===== config.mk =====
export PLATFORM = sky130hd
export DESIGN_NAME = priority_preemptive_ownership_table_unit
export DESIGN_NICKNAME = d
export VERILOG_FILES = /design/src/design/ppot_pkg.sv /design/src/design/ppot_ram.sv /design/src/design/ppot_front.sv /design/src/design/ppot_back.sv /design/src/design/priority_preemptive_ownership_table_unit.sv
export SDC_FILE = /design/constraint.sdc
export NUM_CORES = 1
export LEC_CHECK = 0
export BUFFER_PORTS_ARGS = -buffer_cell sky130_fd_sc_hd__buf_2
export CORE_MARGIN = 2
export CORE_UTILIZATION = 65
export DETAILED_ROUTE_END_ITERATION = 6
export GPL_TIMING_DRIVEN = 0
export PLACE_DENSITY = 0.87
export SYNTH_ARGS = -nofsm -noshare
export SYNTH_HDL_FRONTEND = slang
export SYNTH_HIERARCHICAL = 1
export SYNTH_SLANG_ARGS = --single-unit

===== constraint.sdc =====
create_clock -name clk -period 13.2 [get_ports clk]
set_input_delay 1.32 -clock clk [delete_from_list [all_inputs] [get_ports clk]]
set_output_delay 1.32 -clock clk [all_outputs]
set_load 0.02 [all_outputs]

===== src/design/ppot_pkg.sv =====
`default_nettype none

package ppot_pkg;

  // Width of the owner field and the number of codes it can carry.
  localparam int OWNER_W      = 4;
  localparam int OWNER_VALUES = 1 << OWNER_W;

  // Operation codes of an input transaction.
  typedef enum logic [2:0] {
    OP_ADD     = 3'd0,
    OP_REMOVE  = 3'd1,
    OP_ACQUIRE = 3'd2,
    OP_RELEASE = 3'd3,
    OP_QUERY   = 3'd4
  } op_t;

  // Status codes of a result transaction.
  typedef enum logic [2:0] {
    ST_DONE        = 3'd0,
    ST_REFUSED     = 3'd1,
    ST_NOT_HELD    = 3'd2,
    ST_WRONG_OWNER = 3'd3,
    ST_ENTRY       = 3'd4,
    ST_EMPTY       = 3'd5
  } status_t;

  // Input transaction as it arrives on the port.
  typedef struct packed {
    logic [2:0]         operation;
    logic [5:0]         slot_index;
    logic [OWNER_W-1:0] owner_id;
    logic [2:0]         request_priority;
    logic [3:0]         listener_id;
  } item_t;

  // Result transaction as it leaves on the port.
  typedef struct packed {
    logic [2:0] status;
    logic [5:0] result_slot;
    logic       displaced;
    logic [3:0] displaced_listener;
    logic       last;
  } result_t;

  // Classified command handed from the front to the back.
  typedef struct packed {
    op_t                op;
    logic               in_range;
    logic [5:0]         slot;
    logic [OWNER_W-1:0] owner;
    logic [2:0]         prio;
    logic [3:0]         listener;
  } cmd_t;

  // One word of the slot table.
  typedef struct packed {
    logic               managed;
    logic               held;
    logic [OWNER_W-1:0] owner;
    logic [2:0]         prio;
    logic [3:0]         listener;
  } entry_t;

  // Sequencer states of the back end.
  typedef enum logic [2:0] {
    BK_CLEAR,
    BK_IDLE,
    BK_EXEC,
    BK_SCAN,
    BK_FINISH
  } back_state_t;

endpackage

`default_nettype wire


===== src/design/ppot_ram.sv =====
`default_nettype none

module ppot_ram #(
  parameter int WIDTH = 8,
  parameter int DEPTH = 64,
  localparam int AW = (DEPTH > 1) ? $clog2(DEPTH) : 1
) (
  input  logic             clk,
  input  logic             we,
  input  logic [AW-1:0]    waddr,
  input  logic [WIDTH-1:0] wdata,
  input  logic [AW-1:0]    raddr,
  output logic [WIDTH-1:0] rdata
);

  logic [WIDTH-1:0] mem [DEPTH];

  // One write port and one registered read port.
  always_ff @(posedge clk) begin
    if (we) begin
      mem[waddr] <= wdata;
    end
    rdata <= mem[raddr];
  end

endmodule

`default_nettype wire


===== src/design/ppot_front.sv =====
`default_nettype none

module ppot_front #(
  parameter int NUM_SLOTS       = 64,
  parameter int NUM_OWNERS      = 16,
  parameter int PRIORITY_LEVELS = 8
) (
  input  logic            clk,
  input  logic            rst,
  input  logic            push,
  input  ppot_pkg::item_t command,
  output logic            full,
  input  logic            clearing,
  output logic            cmd_valid,
  output ppot_pkg::cmd_t  cmd,
  input  logic            cmd_pop
);
  import ppot_pkg::*;

  localparam logic [2:0] PRIO_MAX =
    (PRIORITY_LEVELS - 1 > 7) ? 3'd7 : 3'(PRIORITY_LEVELS - 1);

  logic [OWNER_W-1:0] owner_tab [OWNER_VALUES];
  cmd_t               cls;
  logic               known;
  logic               enq;
  logic               deq;
  cmd_t               q [2];
  logic               wr_ptr;
  logic               rd_ptr;
  logic [1:0]         count;

  // Owner codes folded into the owner range, worked out at elaboration.
  for (genvar i = 0; i < OWNER_VALUES; i++) begin : g_owner
    assign owner_tab[i] = OWNER_W'(i % NUM_OWNERS);
  end

  // Classify the incoming transaction: decode, range check, normalize.
  always_comb begin
    known  = 1'b1;
    cls.op = OP_ADD;
    case (command.operation)
      OP_ADD:     cls.op = OP_ADD;
      OP_REMOVE:  cls.op = OP_REMOVE;
      OP_ACQUIRE: cls.op = OP_ACQUIRE;
      OP_RELEASE: cls.op = OP_RELEASE;
      OP_QUERY:   cls.op = OP_QUERY;
      default:    known  = 1'b0;
    endcase
    cls.in_range = int'(command.slot_index) < NUM_SLOTS;
    cls.slot     = command.slot_index;
    cls.owner    = owner_tab[command.owner_id];
    cls.prio     = (command.request_priority > PRIO_MAX) ? PRIO_MAX
                                                         : command.request_priority;
    cls.listener = command.listener_id;
  end

  // Unknown operations are taken and dropped here.
  assign full      = clearing || (count == 2'd2);
  assign enq       = push && !full && known;
  assign deq       = cmd_valid && cmd_pop;
  assign cmd_valid = (count != 2'd0);
  assign cmd       = q[rd_ptr];

  // Two-entry command queue toward the back end.
  always_ff @(posedge clk) begin
    if (rst) begin
      wr_ptr <= 1'b0;
      rd_ptr <= 1'b0;
      count  <= 2'd0;
    end else begin
      if (enq) begin
        q[wr_ptr] <= cls;
        wr_ptr    <= !wr_ptr;
      end
      if (deq) begin
        rd_ptr <= !rd_ptr;
      end
      count <= 2'(count + {1'b0, enq} - {1'b0, deq});
    end
  end

endmodule

`default_nettype wire


===== src/design/ppot_back.sv =====
`default_nettype none

module ppot_back #(
  parameter int NUM_SLOTS = 64
) (
  input  logic              clk,
  input  logic              rst,
  input  logic              cmd_valid,
  input  ppot_pkg::cmd_t    cmd,
  output logic              cmd_pop,
  output logic              clearing,
  input  logic              pop,
  output logic              empty,
  output ppot_pkg::result_t result
);
  import ppot_pkg::*;

  localparam int SLOT_W = $clog2(NUM_SLOTS);
  localparam int CNT_W  = $clog2(NUM_SLOTS + 1);
  localparam logic [CNT_W-1:0] LAST_SLOT = CNT_W'(NUM_SLOTS - 1);
  localparam logic [CNT_W-1:0] END_COUNT = CNT_W'(NUM_SLOTS);

  back_state_t          state;
  back_state_t          state_next;
  cmd_t                 cur;
  logic [CNT_W-1:0]     scan_pointer;
  logic [SLOT_W-1:0]    eval_slot;
  logic                 pend_valid;
  logic [SLOT_W-1:0]    pend_slot;
  logic [$bits(entry_t)-1:0] rdata;
  entry_t               rd_entry;
  entry_t               wr_entry;
  logic                 we;
  logic [SLOT_W-1:0]    waddr;
  logic [SLOT_W-1:0]    raddr;
  logic                 qualify;
  logic                 scan_stall;
  logic                 scan_more;
  logic                 start;
  result_t              out_res;
  logic                 out_push;
  logic                 out_full;
  logic                 out_pop;
  result_t              oq [2];
  logic                 o_wr;
  logic                 o_rd;
  logic [1:0]           o_count;

  ppot_ram #(
    .WIDTH ($bits(entry_t)),
    .DEPTH (NUM_SLOTS)
  ) u_table (
    .clk   (clk),
    .we    (we),
    .waddr (waddr),
    .wdata (wr_entry),
    .raddr (raddr),
    .rdata (rdata)
  );

  assign rd_entry = entry_t'(rdata);

  // A scanned slot is listed if managed and free or held at lower priority.
  assign qualify    = rd_entry.managed && !(rd_entry.held && rd_entry.prio >= cur.prio);
  assign scan_stall = qualify && pend_valid && out_full;
  assign scan_more  = (scan_pointer != END_COUNT);
  assign start      = cmd_valid && !out_full;

  // Next state.
  always_comb begin
    state_next = state;
    case (state)
      BK_CLEAR: begin
        if (scan_pointer == LAST_SLOT) state_next = BK_IDLE;
      end
      BK_IDLE: begin
        if (start) state_next = (cmd.op == OP_QUERY) ? BK_SCAN : BK_EXEC;
      end
      BK_EXEC: begin
        state_next = BK_IDLE;
      end
      BK_SCAN: begin
        if (!scan_stall && !scan_more) state_next = BK_FINISH;
      end
      BK_FINISH: begin
        if (!out_full) state_next = BK_IDLE;
      end
      default: begin
        state_next = BK_IDLE;
      end
    endcase
  end

  // Outputs of the sequencer: table access and result generation.
  always_comb begin
    clearing = 1'b0;
    cmd_pop  = 1'b0;
    raddr    = '0;
    we       = 1'b0;
    waddr    = SLOT_W'(cur.slot);
    wr_entry = rd_entry;
    out_push = 1'b0;
    out_res  = '{status: ST_DONE, result_slot: cur.slot, displaced: 1'b0,
                 displaced_listener: 4'd0, last: 1'b1};
    case (state)
      BK_CLEAR: begin
        clearing = 1'b1;
        we       = 1'b1;
        waddr    = scan_pointer[SLOT_W-1:0];
        wr_entry = '0;
      end
      BK_IDLE: begin
        cmd_pop = start;
        if (cmd.op != OP_QUERY && cmd.in_range) raddr = SLOT_W'(cmd.slot);
      end
      BK_EXEC: begin
        out_push = 1'b1;
        case (cur.op)
          OP_ADD, OP_REMOVE: begin
            we               = cur.in_range;
            wr_entry.managed = (cur.op == OP_ADD);
          end
          OP_ACQUIRE: begin
            wr_entry.held     = 1'b1;
            wr_entry.owner    = cur.owner;
            wr_entry.prio     = cur.prio;
            wr_entry.listener = cur.listener;
            if (!cur.in_range) begin
              out_res.status = ST_REFUSED;
            end else if (!rd_entry.held) begin
              we = 1'b1;
            end else if (rd_entry.prio < cur.prio) begin
              we                         = 1'b1;
              out_res.displaced          = 1'b1;
              out_res.displaced_listener = rd_entry.listener;
            end else begin
              out_res.status = ST_REFUSED;
            end
          end
          OP_RELEASE: begin
            wr_entry.held = 1'b0;
            if (!cur.in_range || !rd_entry.held) begin
              out_res.status = ST_NOT_HELD;
            end else if (rd_entry.owner != cur.owner) begin
              out_res.status = ST_WRONG_OWNER;
            end else begin
              we = 1'b1;
            end
          end
          default: begin
            out_push = 1'b0;
          end
        endcase
      end
      BK_SCAN: begin
        // On a stall the current slot is read again so its data stays.
        if (scan_stall) begin
          raddr = eval_slot;
        end else if (scan_more) begin
          raddr = scan_pointer[SLOT_W-1:0];
        end
        out_push            = qualify && pend_valid && !out_full;
        out_res.status      = ST_ENTRY;
        out_res.result_slot = 6'(pend_slot);
        out_res.last        = 1'b0;
      end
      BK_FINISH: begin
        out_push = !out_full;
        if (pend_valid) begin
          out_res.status      = ST_ENTRY;
          out_res.result_slot = 6'(pend_slot);
        end else begin
          out_res.status      = ST_EMPTY;
          out_res.result_slot = 6'd0;
        end
      end
      default: begin
        clearing = 1'b0;
      end
    endcase
  end

  // Sequencer registers, walk pointer and the held-back list entry.
  always_ff @(posedge clk) begin
    if (rst) begin
      state        <= BK_CLEAR;
      scan_pointer <= '0;
      pend_valid   <= 1'b0;
    end else begin
      state <= state_next;
      case (state)
        BK_CLEAR: begin
          scan_pointer <= (scan_pointer == LAST_SLOT) ? '0 : scan_pointer + 1'b1;
        end
        BK_IDLE: begin
          if (start && cmd.op == OP_QUERY) begin
            scan_pointer <= CNT_W'(1);
            eval_slot    <= '0;
            pend_valid   <= 1'b0;
          end
        end
        BK_SCAN: begin
          if (!scan_stall) begin
            if (qualify) begin
              pend_valid <= 1'b1;
              pend_slot  <= eval_slot;
            end
            if (scan_more) begin
              eval_slot    <= scan_pointer[SLOT_W-1:0];
              scan_pointer <= scan_pointer + 1'b1;
            end
          end
        end
        BK_FINISH: begin
          scan_pointer <= '0;
        end
        default: begin
          scan_pointer <= scan_pointer;
        end
      endcase
    end
  end

  // Command latch for the transaction in flight.
  always_ff @(posedge clk) begin
    if (cmd_pop) begin
      cur <= cmd;
    end
  end

  // Two-entry result queue toward the output port.
  assign out_full = (o_count == 2'd2);
  assign empty    = (o_count == 2'd0);
  assign out_pop  = pop && !empty;
  assign result   = oq[o_rd];

  always_ff @(posedge clk) begin
    if (rst) begin
      o_wr    <= 1'b0;
      o_rd    <= 1'b0;
      o_count <= 2'd0;
    end else begin
      if (out_push) begin
        oq[o_wr] <= out_res;
        o_wr     <= !o_wr;
      end
      if (out_pop) begin
        o_rd <= !o_rd;
      end
      o_count <= 2'(o_count + {1'b0, out_push} - {1'b0, out_pop});
    end
  end

endmodule

`default_nettype wire


===== src/design/priority_preemptive_ownership_table_unit.sv =====
`default_nettype none

// Channel   | Handshake          | Payload
// ----------+--------------------+---------------------------
// command   | push / full        | ppot_pkg::item_t
// result    | pop / empty        | ppot_pkg::result_t
//
// Add, remove, acquire and release each make one table read and at most one
// write back through the slot table.
// During a query the walk reads one slot per cycle and holds while the result
// queue is full.
// After reset the table is cleared slot by slot with full held high.
// Unknown operation codes are accepted and produce no result.

module priority_preemptive_ownership_table_unit #(
  parameter int NUM_SLOTS       = 64,
  parameter int NUM_OWNERS      = 16,
  parameter int PRIORITY_LEVELS = 8
) (
  input  logic              clk,
  input  logic              rst,
  input  logic              push,
  input  ppot_pkg::item_t   command,
  output logic              full,
  input  logic              pop,
  output logic              empty,
  output ppot_pkg::result_t result
);
  import ppot_pkg::*;

  logic cmd_valid;
  cmd_t cmd;
  logic cmd_pop;
  logic clearing;

  // Front end: accept, classify and queue commands.
  ppot_front #(
    .NUM_SLOTS       (NUM_SLOTS),
    .NUM_OWNERS      (NUM_OWNERS),
    .PRIORITY_LEVELS (PRIORITY_LEVELS)
  ) u_front (
    .clk       (clk),
    .rst       (rst),
    .push      (push),
    .command   (command),
    .full      (full),
    .clearing  (clearing),
    .cmd_valid (cmd_valid),
    .cmd       (cmd),
    .cmd_pop   (cmd_pop)
  );

  // Back end: table access and result queue.
  ppot_back #(
    .NUM_SLOTS (NUM_SLOTS)
  ) u_back (
    .clk       (clk),
    .rst       (rst),
    .cmd_valid (cmd_valid),
    .cmd       (cmd),
    .cmd_pop   (cmd_pop),
    .clearing  (clearing),
    .pop       (pop),
    .empty     (empty),
    .result    (result)
  );

endmodule

`default_nettype wire


==> summary.txt, run 1 <==
Run status
  – Status: complete, but fails checks
  – Violated checks: design-rule violations, max-capacitance violations, max-slew violations

Placement
  – Final RePlAce weighted congestion: 0.980
  – Dpl cells: 2719
  – Buffers on Ports: 37
  – Post-DP HPWL: 61.6 mm

Die
  – Cell row count: 88
  – Initial core utilization: 66.0%
  – Die area: slightly above 60000 um^2
  – Die width: ~250 um
  – Die Ht: 247 um
  – Floorplan core area: 57900 um^2
  – # IOs: 41

Yosys
  – Post-synth top area share: 73.4%
  – Fraction of the yosys area taken by sequential cells: 75.2%
  – Syn_area_per_cell: a little over 20 um^2
  – Async SR Flop Fraction: 0%
  – Mapped Cells: ~1900
  – Top_reg_cell synth: edfxtp_1
  – Yosys reg bits: between 900 and 1000
  – Cell variety after synth: 76
  – Post-Syn Area: roughly 38000 um^2
  – Ys Warns: 6
  – Post-synth net total: about 1900
  – Post-synth EDFFs: ~940
  – Synth area leaders: edfxtp_1, mux4_2, dfxtp_1
  – Yosys top cell by area: edfxtp_1

Clock network
  – H-tree Lvls: 3
  – Clk slew on worst S/H paths: approximately 0.070 ns
  – CTS Buf Count: around 90
  – Setup bufs post-CTS: 0
  – PostCTS Resize Cnt: 0
  – CTS tree: yes
  – CTS Buffer Depth: 3
  – Num Clock Sinks: 969
  – Clk_lat worst skew: 0.69 ns
  – Root Buffer: clkbuf_16
  – Cts-stage hold buffer count: 0

Hold path
  – Min-Delay Path Class: reg2reg

STA
  – Final setup fails: 0
  – Setup TNS: 0 ns
  – Final min period: around 7.3 ns
  – Worst Tran Pin Value: roughly 1.6 ns
  – Slew HR: -8.92%
  – RSZ-0062 raised after global routing: false
  – Fmax: around 140 MHz
  – Final period util: 55.4%
  – Pins over their slew limit: 9
  – Worst Clk Skew: 0.0565 ns
  – Final Hold Viols: 0
  – Min Hold Slack: 0.494 ns

Layout
  – # nets final: about 2100
  – Util after Layout: between 70% and 80%
  – Layout cells sized above 1: 28.3%
  – Finished Layout Cells: about 2900
  – Synthesis-to-finish area growth: 13.2%

Detailed routing
  – Drt wl/cell: 36.6 um
  – Total vias in the final route: 21400
  – Antenna Nets Post-Route: 0
  – Remaining DRCs: 210
  – Routed WL: 106 mm
  – Average vias per placed instance: 7.39
  – First DRT Iteration DRCs: 4013
  – Drt pass-1 iters: 7

Pwr
  – Power Dens Cells: 143 nW/um^2
  – Clk network pwr share: 44.1%
  – Combinational Power Share: 1.7%
  – Worst VDD drop: 0.200 mV
  – Leak pwr: between 10 and 15 nW
  – Reg power frac: 54.2%
  – Net Sw Power: 1.26 mW
  – Net Sw Frac: around 20%
  – Internal power: between 4 and 5 mW
  – Final total power: 6.19 mW

Global route
  – Largest net degree at the start of global routing: 52
  – Vias in the first global route: 21400
  – First-pass GRT wire length: roughly 150 mm
  – GR Overflow Total: 0
  – Antenna violations before repair: 8
  – GRT Util Overall: 36.4%

Setup path
  – Worst-path fanout max: 10
  – CP endpoint kind: register
  – Setup crit start kind: register
  – Worst endpoint data arrival time: 7.78 ns
  – Setup CP Type: reg2reg
  – WP data required: 13.66 ns

Flow run
  – Max Cap Violations: 3
[sequential cells by signal, indices dropped and copies added, names as in the netlist, 2 cells and up, named ones only]
signal                flops
u_back/u_table/mem      832
u_front/q                40
u_back/oq                30
u_back/cur               21
u_back/u_table/rdata     13
u_back/scan_pointer       7
u_back/eval_slot          6
u_back/pend_slot          6
u_back/state              3
u_back/o_count            2
u_front/count             2
[final cells by class]
| type | instances | area (um^2) |
|---|---|---|
| diodes | 5 | 12.5 |
| plain buffers | 106 | 569 |
| clock buffers | 109 | 2430 |
| clock inverters | 62 | 678 |
| fillers | 2968 | 14600 |
| inverters | 20 | 75.1 |
| multi-input cells | 794 | 9100 |
| flip-flops and latches | 969 | 28800 |
| well taps | 765 | 957 |
| repair buffers | 73 | 698 |
[cell usage in the layout (no fill, tap or decap), types with 9 or more instances in the layout]
| cell type | synthesis | routed |
|---|---|---|
| buf_2 | 28 | 65 |
| edfxtp_1 | 935 | 935 |
| nand2_1 | 67 | 67 |
| clkbuf_1 | 45 | 59 |
| nor2b_1 | 24 | 24 |
| dfxtp_1 | 34 | 34 |
| a221oi_1 | 9 | 9 |
| a21oi_1 | 28 | 28 |
| a211oi_1 | 13 | 13 |
| inv_1 | 17 | 17 |
| nor2_2 | 0 | 29 |
| clkbuf_16 | 0 | 95 |
| o21ai_4 | 0 | 10 |
| o21ai_0 | 42 | 32 |
| nand2b_1 | 9 | 9 |
| mux4_2 | 223 | 223 |
| and2_1 | 9 | 9 |
| clkinv_1 | 3 | 14 |
| nor2_1 | 94 | 65 |
| nand3_1 | 15 | 15 |
| o31ai_1 | 16 | 14 |
| mux2_2 | 39 | 39 |
| a22oi_1 | 12 | 12 |
| o221ai_1 | 15 | 15 |
| buf_4 | 20 | 31 |
| bufinv_16 | 0 | 11 |
| mux2i_1 | 43 | 43 |
| clkinv_2 | 0 | 25 |
| buf_6 | 8 | 16 |
[metrics by stage]
stage                     area (um^2)  worst slack (ns)
final                           43300              5.89
after global placement          39400              5.21
after CTS                       43100              6.72
after detailed placement        40000              7.00
after global routing            43300              6.15
after floorplan                 38200              8.66
[path summary, 6_finish.rpt]
kind / slack (ns) / startpoint / endpoint / cells after the start
setup / recovery: 5.89 / u_back/cur[5] / u_back/u_table/rdata[11] / 14
hold / removal: 0.49 / u_back/eval_slot[4] / u_back/pend_slot[4] / 0
setup reg to reg: 5.89 / u_back/cur[5] / u_back/u_table/rdata[11] / 14
hold reg to reg: 0.49 / u_back/eval_slot[4] / u_back/pend_slot[4] / 0
[critical path: stages (launching register included)]
cell and delay, ns:
edfxtp_1 0.39, inv_1 0.08, ha_1 0.32, nor2b_4 0.15, o31a_1 0.37, nor3_2 0.64, mux2i_1 0.15, o21ai_0 1.16
buf_2 0.54, buf_2 0.47, buf_2 0.51, clkbuf_1 0.76, mux4_2 0.50, o21ai_0 0.71, o31ai_1 0.34
[power by group through the flow]
| stage | clock network, mW | logic (mW) | registers [mW] |
|---|---|---|---|
| detailed placement | 0 | 0.0990 | 3.42 |
| global route | 2.84 | 0.112 | 3.36 |
| global placement | 0 | 0.0940 | 3.42 |
| finish | 2.73 | 0.108 | 3.36 |
| CTS | 2.74 | 0.102 | 3.36 |
| floorplan | 0 | 0.0642 | 3.42 |
[cells by family after synthesis]
kind of cell             Yosys count  synth area share [%]
multiplexers                     305                  15.4
adder cells (fa/ha/maj)            7                 0.229
XOR/XNOR                           8                 0.183
AO/OA/AOI/OAI                    193                  3.57
flip-flops                       969                  75.2
AND/OR/NAND/NOR                  280                  3.71
buffers and inverters            126                  1.68
other                              1               0.00981
[synthesized netlist by cell type, types with 16 or more instances]
library cell	instances
mux2i_1	43
mux4_2	223
o31ai_1	16
edfxtp_1	935
o21ai_0	42
a21oi_1	28
buf_2	28
buf_4	20
nor2b_1	24
nand2_1	67
dfxtp_1	34
inv_1	17
mux2_2	39
clkbuf_1	45
nor2_1	94
[layer usage]
layer	vias up	global-route usage, %	share of wire (%)
met2	2082	57.5	48
met4	10	19.3	6.5
met1	10700	45.6	32
met3	457	11.1	13
li1	8158	-	-
met5	-	1.88	0.17
No activity file was read; power rests on OpenSTA's default activity.
==> run 2, diff against run 1 <==
--- a/config.mk
+++ b/config.mk
@@ -7,10 +7,10 @@
 export LEC_CHECK = 0
 export BUFFER_PORTS_ARGS = -buffer_cell sky130_fd_sc_hd__buf_2
 export CORE_MARGIN = 2
-export CORE_UTILIZATION = 65
+export CORE_UTILIZATION = 57
 export DETAILED_ROUTE_END_ITERATION = 6
 export GPL_TIMING_DRIVEN = 0
-export PLACE_DENSITY = 0.87
+export PLACE_DENSITY = 0.81
 export SYNTH_ARGS = -nofsm -noshare
 export SYNTH_HDL_FRONTEND = slang
 export SYNTH_HIERARCHICAL = 1
==> constraint.sdc (replaced) <==
create_clock -name clk -period 6 [get_ports clk]
set_input_delay 0.6 -clock clk [delete_from_list [all_inputs] [get_ports clk]]
set_output_delay 0.6 -clock clk [all_outputs]
set_load 0.02 [all_outputs]
==> run 2 against run 1 <==
  * Register-to-register slack worse by 5.8 ns
  * Clock skew is 0.0066 ns higher
  * Cell area is 0.29% lower
  * Utilization is 9.4 points lower
  * Sequential power is 120% higher
  * The run now ends clean
  * Global-route usage is 8.3 points lower
  * Combinational power is 110% higher
  * Sequential share of layout area is 0.19 points higher
  * Worst hold slack worse by 0.35 ns
  * Via count is 4.8% lower
  * Maximum frequency is 23% higher
  * Cell count is 2.9% higher
==> summary.txt, run 2 (same netlist as run 1, synthesis figures left out) <==
Clock network
  – CTS Buffer Depth: 3 (unchanged)
  – Num Clock Sinks: 969 (unchanged)
  – Cts-stage hold buffer count: 0 (unchanged)
  – H-tree Lvls: 3 (unchanged)
  – Clk slew on worst S/H paths: 0.06 ns (about the same)
  – PostCTS Resize Cnt: 1 (+1)
  – CTS Buf Count: 92 (unchanged)
  – Root Buffer: clkbuf_16
  – Clk_lat worst skew: 0.67 ns (-0.02 ns)
  – Setup bufs post-CTS: 0 (unchanged)
  – CTS tree: yes

Setup path
  – R2R setup slack: 0.04 ns (-5.85 ns)
  – CP cell instances: inv_1, ha_1, nor2b_4, o31a_1, nor3_4, mux2i_1, o21ai_1, buf_2, buf_2, buf_2, nand3b_1, o221ai_1, a21oi_1, o21ai_1, o31ai_1
  – WP data required: 6.45 ns (-7.21 ns)
  – Crit-path most repeated cell: buf_2
  – CP endpoint kind: register
  – Worst endpoint data arrival time: 6.41 ns (-1.37 ns)
  – Delay of the slowest critical-path stage: 0.65 ns (-0.51 ns)
  – CP max-delay cell: buf_2
  – Setup crit start kind: register
  – Worst-path fanout max: 19 (+9)
  – Setup CP Type: reg2reg

STA
  – Final period util: 99.4% (+44 points)
  – Min Hold Slack: 0.142 ns (-0.352 ns)
  – RSZ-0062 raised after global routing: false
  – Final setup fails: 0 (unchanged)
  – Slew HR: 3.61% (+13 points)
  – Pins over their slew limit: 0 (-9)
  – Worst Clk Skew: 0.0631 ns (+0.00664 ns)
  – Final Hold Viols: 0 (unchanged)
  – Setup TNS: 0 ns (unchanged)
  – Worst Tran Pin Value: 1.44 ns (-0.176 ns)
  – Fmax: 168 MHz (+23%)
  – Final min period: 5.96 ns (-1.35 ns)

Die
  – Die width: 263 um (+6.7%)
  – Die area: 69200 um^2 (+14%)
  – Cell row count: 94 (+6.8%)
  – Initial core utilization: 57.9% (-8.2 points)
  – Die Ht: 263 um (+6.7%)
  – Floorplan core area: 66100 um^2 (+14%)
  – # IOs: 41 (unchanged)

Global route
  – GR Overflow Total: 0 (unchanged)
  – GRT Util Overall: 28.0% (-8.3 points)
  – Antenna violations before repair: 3 (-5)
  – First-pass GRT wire length: 139 mm (-9.1%)
  – Vias in the first global route: 20500 (-4.2%)
  – Largest net degree at the start of global routing: 47 (-9.6%)

Pwr
  – Leak pwr: 11.9 nW (-1.3%)
  – Worst VDD drop: 0.293 mV (+46%)
  – Power Dens Cells: 305 nW/um^2 (+110%)

Layout
  – Layout cells sized above 1: 27.1% (-1.3 points)
  – Commonest non-fill, non-tap cell in the layout: edfxtp_1
  – # nets final: 2080 (-0.34%)
  – Util after Layout: 65.3% (-9.4 points)
  – Max reg flops: 832 (unchanged)
  – Commonest cells after routing, fill and taps aside: edfxtp_1, mux4_2, clkbuf_16
  – Synthesis-to-finish area growth: 12.9%
  – Top Registers: u_back/u_table/mem (832), u_front/q (40), u_back/oq (30)
  – Most flops, register: u_back/u_table/mem

Detailed routing
  – Total vias in the final route: 20400 (-4.8%)
  – Routed WL: 95.7 mm (-10%)
  – Drt wl/cell: 32.0 um (-12%)
  – Remaining DRCs: 0 (-100%)
  – Antenna Nets Post-Route: 0 (unchanged)
  – Drt pass-1 iters: 7 (unchanged)
  – First DRT Iteration DRCs: 3110 (-23%)
  – Average vias per placed instance: 6.84 (-7.4%)

Placement
  – Final RePlAce weighted congestion: 1.01 (+3.1%)
  – Post-DP HPWL: 60.5 mm (-1.8%)
  – Buffers on Ports: 37 (unchanged)

Run status
  – Status: completed

Flow run
  – Max Cap Violations: 0 (-3)

Hold path
  – Min-Delay Path Class: in2reg
[run 2: cell types whose count changed in the layout (fill, tap and decap cells not counted), sizes merged]
cell,before,now
clkinv,43,33
diode,5,1
bufinv,11,4
clkbuf,155,170
buf,133,127
clkinvlp,7,3
[run 2: worst paths after layout]
path | startpoint | cells after the start | endpoint
max reg2reg | u_back/cur[5] | 15 | u_back/u_table/rdata[2]
max | u_back/cur[5] | 15 | u_back/u_table/rdata[2]
min | command[11] | 1 | u_front/q[1][11]
min reg2reg | u_back/eval_slot[3] | 0 | u_back/pend_slot[3]
[run 2: per-stage QoR]
step                setup WS [ns]  area [um^2]  power, mW  cells
finish                     0.0359        43200       13.2   2986
global route               0.0373        43200       13.5   2985
CTS                         0.259        43000       13.2   2981
detailed placement         -0.254        40200       7.75   2816
global placement            -2.59        39500       7.73   2790
floorplan                    1.46        38200       7.66   1889
[run 2: metal layers]
layer / track usage [%] / vias to the layer above / part of all wire, %
li1: - / 8131 / -
met1: 37.0 / 10500 / 35
met2: 44.5 / 1489 / 48
met3: 7.38 / 303 / 12
met4: 12.2 / 2 / 4.7
met5: 0 / - / 0.049
[run 2: worst max-delay path: cells and delay by family, from the launching register on]
family,cells,cell delay (ns)
compound gates,6,2.25
buf+inv,4,1.67
simple gates,3,1.02
flops,1,0.41
fa+ha+maj,1,0.25
mux,1,0.17
[run 2: final cells by class]
cell class / count / area [um^2]
Antenna cell: 1 / 2.50
Buffer: 104 / 562
Clock buffer: 125 / 2480
Clock inverter: 41 / 404
Fill cell: 4136 / 22900
Inverter: 20 / 75.1
Multi-Input combinational cell: 794 / 9110
Sequential cell: 969 / 28800
Tap cell: 864 / 1080
Timing Repair Buffer: 68 / 687
[run 2: report_power, final]
group / switching, mW / internal (mW) / total, mW
logic: 0.149 / 0.0802 / 0.229
registers: 0.0259 / 7.36 / 7.39
clock network: 2.47 / 3.09 / 5.56
